### src/opvs_pkg.sv
`timescale 1ns / 1ps
package opvs_pkg;

  localparam int unsigned PageW      = 20;
  localparam int unsigned InstrW     = 48;
  localparam int unsigned KindW      = 2;
  localparam int unsigned StatusW    = 2;
  localparam int unsigned UseDepthDef  = 64;
  localparam int unsigned PageDepthDef = 32;

  localparam logic [KindW-1:0] KindRecord  = 2'd0;
  localparam logic [KindW-1:0] KindPromote = 2'd1;
  localparam logic [KindW-1:0] KindClear   = 2'd2;

  localparam logic [StatusW-1:0] StOk        = 2'd0;
  localparam logic [StatusW-1:0] StUseFull   = 2'd1;
  localparam logic [StatusW-1:0] StPageFull  = 2'd2;
  localparam logic [StatusW-1:0] StUseEmpty  = 2'd3;

  // which table a scan walks and what it looks for
  localparam logic [1:0] PhUse    = 2'd0;
  localparam logic [1:0] PhPage   = 2'd1;
  localparam logic [1:0] PhVictim = 2'd2;

  typedef struct packed {
    logic       capture;
    logic       clear_tbl;
    logic       start;
    logic       scan;
    logic [1:0] phase;
    logic       update;
    logic       finish;
  } ctl_cmd_t;

  typedef struct packed {
    logic [KindW-1:0] kind;
    logic             scan_done;
    logic             umin_found;
    logic             out_busy;
  } ctl_sts_t;

endpackage

### src/opvs_ctrl.sv
`timescale 1ns / 1ps
module opvs_ctrl
  import opvs_pkg::*;
(
  input  logic     clk_i,
  input  logic     rst_ni,
  input  logic     in_valid_i,
  output logic     in_ready_o,
  input  logic     out_ready_i,
  input  ctl_sts_t sts_i,
  output ctl_cmd_t cmd_o
);

  localparam logic [2:0] SIdle  = 3'd0;
  localparam logic [2:0] SDisp  = 3'd1;
  localparam logic [2:0] SUScan = 3'd2;
  localparam logic [2:0] SPScan = 3'd3;
  localparam logic [2:0] SUpd   = 3'd4;
  localparam logic [2:0] SVScan = 3'd5;
  localparam logic [2:0] SFin   = 3'd6;

  logic [2:0] state_q, state_d;

  assign in_ready_o = (state_q == SIdle);

  always_comb begin
    state_d = state_q;
    cmd_o   = '0;
    case (state_q)
      SIdle: begin
        if (in_valid_i) begin
          cmd_o.capture = 1'b1;
          cmd_o.start   = 1'b1;
          state_d       = SDisp;
        end
      end
      SDisp: begin
        if (sts_i.kind == KindRecord || sts_i.kind == KindPromote) begin
          state_d = SUScan;
        end else begin
          cmd_o.clear_tbl = (sts_i.kind == KindClear);
          state_d         = SVScan;
        end
      end
      SUScan: begin
        cmd_o.scan  = 1'b1;
        cmd_o.phase = PhUse;
        if (sts_i.scan_done) begin
          cmd_o.start = 1'b1;
          if (sts_i.kind == KindRecord) begin
            state_d = SUpd;
          end else if (sts_i.umin_found) begin
            state_d = SPScan;
          end else begin
            state_d = SVScan;
          end
        end
      end
      SPScan: begin
        cmd_o.scan  = 1'b1;
        cmd_o.phase = PhPage;
        if (sts_i.scan_done) begin
          state_d = SUpd;
        end
      end
      SUpd: begin
        cmd_o.update = 1'b1;
        cmd_o.start  = 1'b1;
        state_d      = SVScan;
      end
      SVScan: begin
        cmd_o.scan  = 1'b1;
        cmd_o.phase = PhVictim;
        if (sts_i.scan_done) begin
          state_d = SFin;
        end
      end
      SFin: begin
        if (!sts_i.out_busy || out_ready_i) begin
          cmd_o.finish = 1'b1;
          state_d      = SIdle;
        end
      end
      default: state_d = SIdle;
    endcase
  end

  always_ff @(posedge clk_i or negedge rst_ni) begin
    if (!rst_ni) begin
      state_q <= SIdle;
    end else begin
      state_q <= state_d;
    end
  end

endmodule

### config.mk
export PLATFORM = sky130hd
export DESIGN_NAME = opvs_ctrl
export DESIGN_NICKNAME = d
export VERILOG_FILES = /design/src/opvs_pkg.sv /design/src/opvs_ctrl.sv
export SDC_FILE = /design/constraint.sdc
export NUM_CORES = 1
export LEC_CHECK = 0
export BUFFER_PORTS_ARGS = -buffer_cell sky130_fd_sc_hd__clkbuf_2
export CORE_AREA = 2 2 39 41
export DETAILED_ROUTE_END_ITERATION = 12
export DIE_AREA = 0 0 41 43
export PLACE_DENSITY = 0.61
export SYNTH_ARGS = -nofsm -noshare
export SYNTH_HDL_FRONTEND = slang
export SYNTH_SLANG_ARGS = --single-unit
export TNS_END_PERCENT = 20
### constraint.sdc
create_clock -name clk_i -period 1.6 [get_ports clk_i]
set_clock_uncertainty 0.1 [all_clocks]
set_input_delay 0.16 -clock clk_i [delete_from_list [all_inputs] [get_ports clk_i]]
set_output_delay 0.16 -clock clk_i [all_outputs]
set_load 0.05 [all_outputs]
# After elaboration in Yosys (flattened, before gate mapping)
# Cells that the tools add are included.
# word_totals
reg_bits,3
inputBits,9
wordCells,39
# classes
n_eq_ne,13
n_mux,19
reduce_logical,6
# ops
op,count
3-bit two-way mux,8
3-bit case mux with 7 select lines,1
"2-bit != test, second input constant",5
"3-bit equality test, second input constant",3
3-bit case mux with 3 select lines,1
1-bit two-way mux,8
"3-bit by 2-bit equality test with 1-bit output, second input constant",2
5-bit AND reduction,1
"3-bit by 1-bit equality test with 1-bit output, second input constant",1
3-bit logical NOT,1
1-bit case mux with 3 select lines,1
"2-bit by 1-bit equality test with 1-bit output, second input constant",1
"2-bit equality test, second input constant",1
2-bit logical NOT,1
1-bit logical OR,2
1-bit logical NOT,1

# Depth between registers and ports, before layout
# logic_depth
depth_word,4
ltp_mapped,5
ltp_nobuf,4

# Least setup slack after synthesis
# OpenSTA, ideal clock, no wires.
# synth_timing
kind,register to output
start,register state_q[1]
end,output port cmd_o[7] (netlist name)
arrival_ns,2.255
required_time_ns,1.340
setup_slack_ns,-0.915
path_stages_with_launch,4
cell_sequence,dfrtp_1 > buf_2 > nor3_1 > and2_1
# synth_lines
element,line,source
"start, declared",opvs_ctrl.sv:22,"logic [2:0] state_q, state_d;"
"start signal, assigned",opvs_ctrl.sv:90,state_q <= SIdle;
"start signal, assigned",opvs_ctrl.sv:92,state_q <= state_d;
"end, declared",opvs_ctrl.sv:11,output ctl_cmd_t cmd_o

==> summary.md <==
| Metric | Value |
|---|---|
| Fillcell total | `148` |
| Top-area cell type share of the netlist area | `23.26%` |
| Setup ws final | `37.79 ps` |
| Max FFs per register | `3` |
| Skew-Pair Late Insertion Delay | `240 ps` |
| Clock Pin Slew Worst Setup and Hold Paths | `40 ps` |
| FMAX | `640.1 MHz` |
| Syn_nets | `50` |
| Seq cells post-synth | `3` |
| Placer Congestion | `0.7821` |
| Storage element area | `77.57 um2` |
| CP Launch Type | `flip-flop` |
| Slew HR | `81.58%` |
| Gate Count Post-Synth | `41` |
| Endpoint type of the worst setup path | `primary output` |
| Gr ovfl total | `0` |
| CP required | `1340 ps` |
| Yosys cell types | `22` |
| DR DRC count | `0` |
| Via count | `384` |
| Antenna violations before repair | `0` |
| Crit path buf inv count | `2` |
| Slowest Stage Delay on Critical Path | `430 ps` |
| Commonest non-fill, non-tap cell in the layout | `clkbuf_2` |
| Setup TNS | `0 ps` |
| Synth Area in Adders | `0%` |
| Die area | `1763 um2` |
| DRT Pass-1 Iters | `2` |
| Largest net degree at the start of global routing | `12` |
| Die Width | `41 um` |
| Detailed Place HPWL | `603.2 um` |
| Period utilisation layout | `97.64%` |
| Simple-gate share of the synthesized area | `30.62%` |
| Worst reg2reg setup slack | `70 ps` |
| 1st-iter DRT viols | `3` |
| Average routed wire per standard cell | `10.02 um` |
| Worst reg2reg path startpoint | `state_q[2]$_DFFE_PN0P_` |
| Cell breakdown of the critical path | `buf_6 -> nand2b_4 -> nor4_4 -> clkbuf_8` |
| Largest family of logic cells by synthesized area | `simple AND/OR/NAND/NOR gates` |
| RR Endpoint | `state_q[1]$_DFFE_PN0P_` |
| Final wirelength | `852 um` |
| Max VDD drop | `0.8197 mV` |
| Compound-cell area share of the yosys netlist | `23.26%` |
| Clock sink count | `3` |
| ANT nets after route | `0` |
| Num rows | `14` |
| Number of global-route vias before repair | `369` |
| Kind of critical path | `flip-flop to primary output` |
| Non-Filler Instances | `85` |
| Yosys top cell by area | `dfrtp_1` |
| First-pass GRT wire length | `1407 um` |
| Max FO, Critical Path | `5` |
| Warnings, synthesis | `0` |
| Core area | `1384 um2` |
| Synthesized cell area | `322.8 um2` |
| Die Ht | `43 um` |
| Max-slew violation count | `0` |
| Reg2Reg Depth | `5` |
| Vias/cell | `4.518` |
| Tmin final | `1562 ps` |
| Reg with most FFs | `state_q` |
| Unrepaired setup endpoints after global routing | `yes` |
| Status | `complete, no violations` |
| ANT cells | `0` |
| Multi-input logic area | `270.3 um2` |
| Xor/xnor share of the synthesized area | `0%` |
| Leak pwr | `0.0002997 uW` |
| Clk buf depth | `2` |
| Root buffer cell | `clkbuf_4` |
| Delay-heaviest family, CP | `flip-flops` |
| Initial Util | `23.33%` |
| Synth top area cells | `dfrtp_1 23%, mux2_4 14%, o21ai_0 7.8%` |
| Pwr dens | `2540 nW/um2` |
| Slowest-stage cell, CP | `dfrtp_2` |
| Worst hold-check path type | `input pin to asynchronous set/reset pin` |
| GRT Total Usage | `12.19%` |
| Final setup fails | `0` |
| Largest registers | `state_q (3)` |
| Max Cap Viol | `0` |
| Pre-CTS setup slack | `96.67 ps` |
| IO Pins | `18` |
| Share of layout cells above drive strength 1 | `65.22%` |
| CTS tree | `yes` |
| Placed cell areas | `478.0 um2` |
| Commonest non-fill, non-tap cells in the layout | `9 x clkbuf_2, 7 x buf_4, 5 x nor2_1` |
| Tot Pwr | `1541 uW` |
| Worst-Margin Slew | `277.5 ps` |
| Cts bufs inserted | `3` |
| H-tree depth | `1` |
| Sequential share of the synthesized area | `23.26%` |
| Final Hold Viols | `0` |
| Placed insts | `77` |
| Critical Path AT | `1300 ps` |
| Final net count | `79` |
| Fin area | `606.8 um2` |
| Number of port buffers | `17` |
| Area grow syn2layout | `87.98%` |
| Avg Cell Area, Syn | `7.873 um2` |
| Mux share of post-synthesis cell area | `13.95%` |
-- report_power, final --
part	leakage (uW)	internal, uW	total [uW]	switching (uW)
clock	0.0000150	93.9	139	45.3
sequential	0.0000335	122	166	44.4
combinational	0.000251	558	1240	677
-- stage by stage --
| step | util [%] | hold slack, ps |
|---|---|---|
| global route | 43.85 | 151.9 |
| global placement | 34.54 | -139.6 |
| CTS | 41.23 | 147.5 |
| detailed placement | 34.54 | -138.7 |
| finish | 43.85 | 144.0 |
| floorplan | - | -235.6 |
-- worst register-to-register path: stages, from the launching register on --
cell     delay, ps
dfrtp_2        430
buf_4          150
nor3_2         140
a31oi_1         70
o22a_4         220
mux2_4         290
-- timing repair --
action                                 4_1_cts  5_1_grt
setup buffers                                2        1
endpoints found under the hold margin        3        0
resized for setup                            9       17
pin swaps                                    1        3
setup endpoints to repair                    5       11
hold buffers                                 1        0
-- cells by family after synthesis --
logic type      Yosys count
mux                       3
flops                     3
compound gates           11
buf+inv                   6
simple gates             18
-- routing by layer --
layer  part of all wire, %  global-route usage (%)
met5                     0                       0
met4                     0                   12.00
met3                   5.0                   3.141
met2                    56                   17.50
met1                    39                   13.31
-- cell type report --
type	count	area share, %
tap	16	3.299
multi-input combinational	32	44.54
inverter	3	1.856
timing repair buffer	27	33.20
clock buffer	4	4.330
sequential	3	12.78
-- worst max-delay path by stage --
stage	startpoint	to	slack, ps	cells after the start
6_report	state_q[2]$_DFFE_PN0P_	cmd_o[6]	40	4
5_1_grt	state_q[2]$_DFFE_PN0P_	cmd_o[5]	-20	4
4_1_cts	state_q[2]$_DFFE_PN0P_	cmd_o[6]	-30	4
3_5_place_dp	state_q[2]$_DFFE_PN0P_	state_q[1]$_DFFE_PN0P_	100	4
3_3_place_gp	state_q[1]$_DFFE_PN0P_	state_q[1]$_DFFE_PN0P_	110	4
2_1_floorplan	state_q[1]$_DFFE_PN0P_	cmd_o[0]	-350	3
-- cells in the mapped netlist --
library cell  count
nor3_1            3
mux2_4            3
o21ai_0           5
a21oi_1           2
nor3b_1           1
inv_1             3
and2_1            1
nand2_1           2
nor2_2            1
buf_2             2
nor2_1            5
a21bo_2           1
o22ai_1           1
and3b_2           1
nor4_1            1
nand2b_1          1
buf_4             1
dfrtp_1           3
o22a_4            1
a31oi_1           1
nor2b_1           1
and2b_2           1
Note: power is estimated with default switching activity, not from simulation.
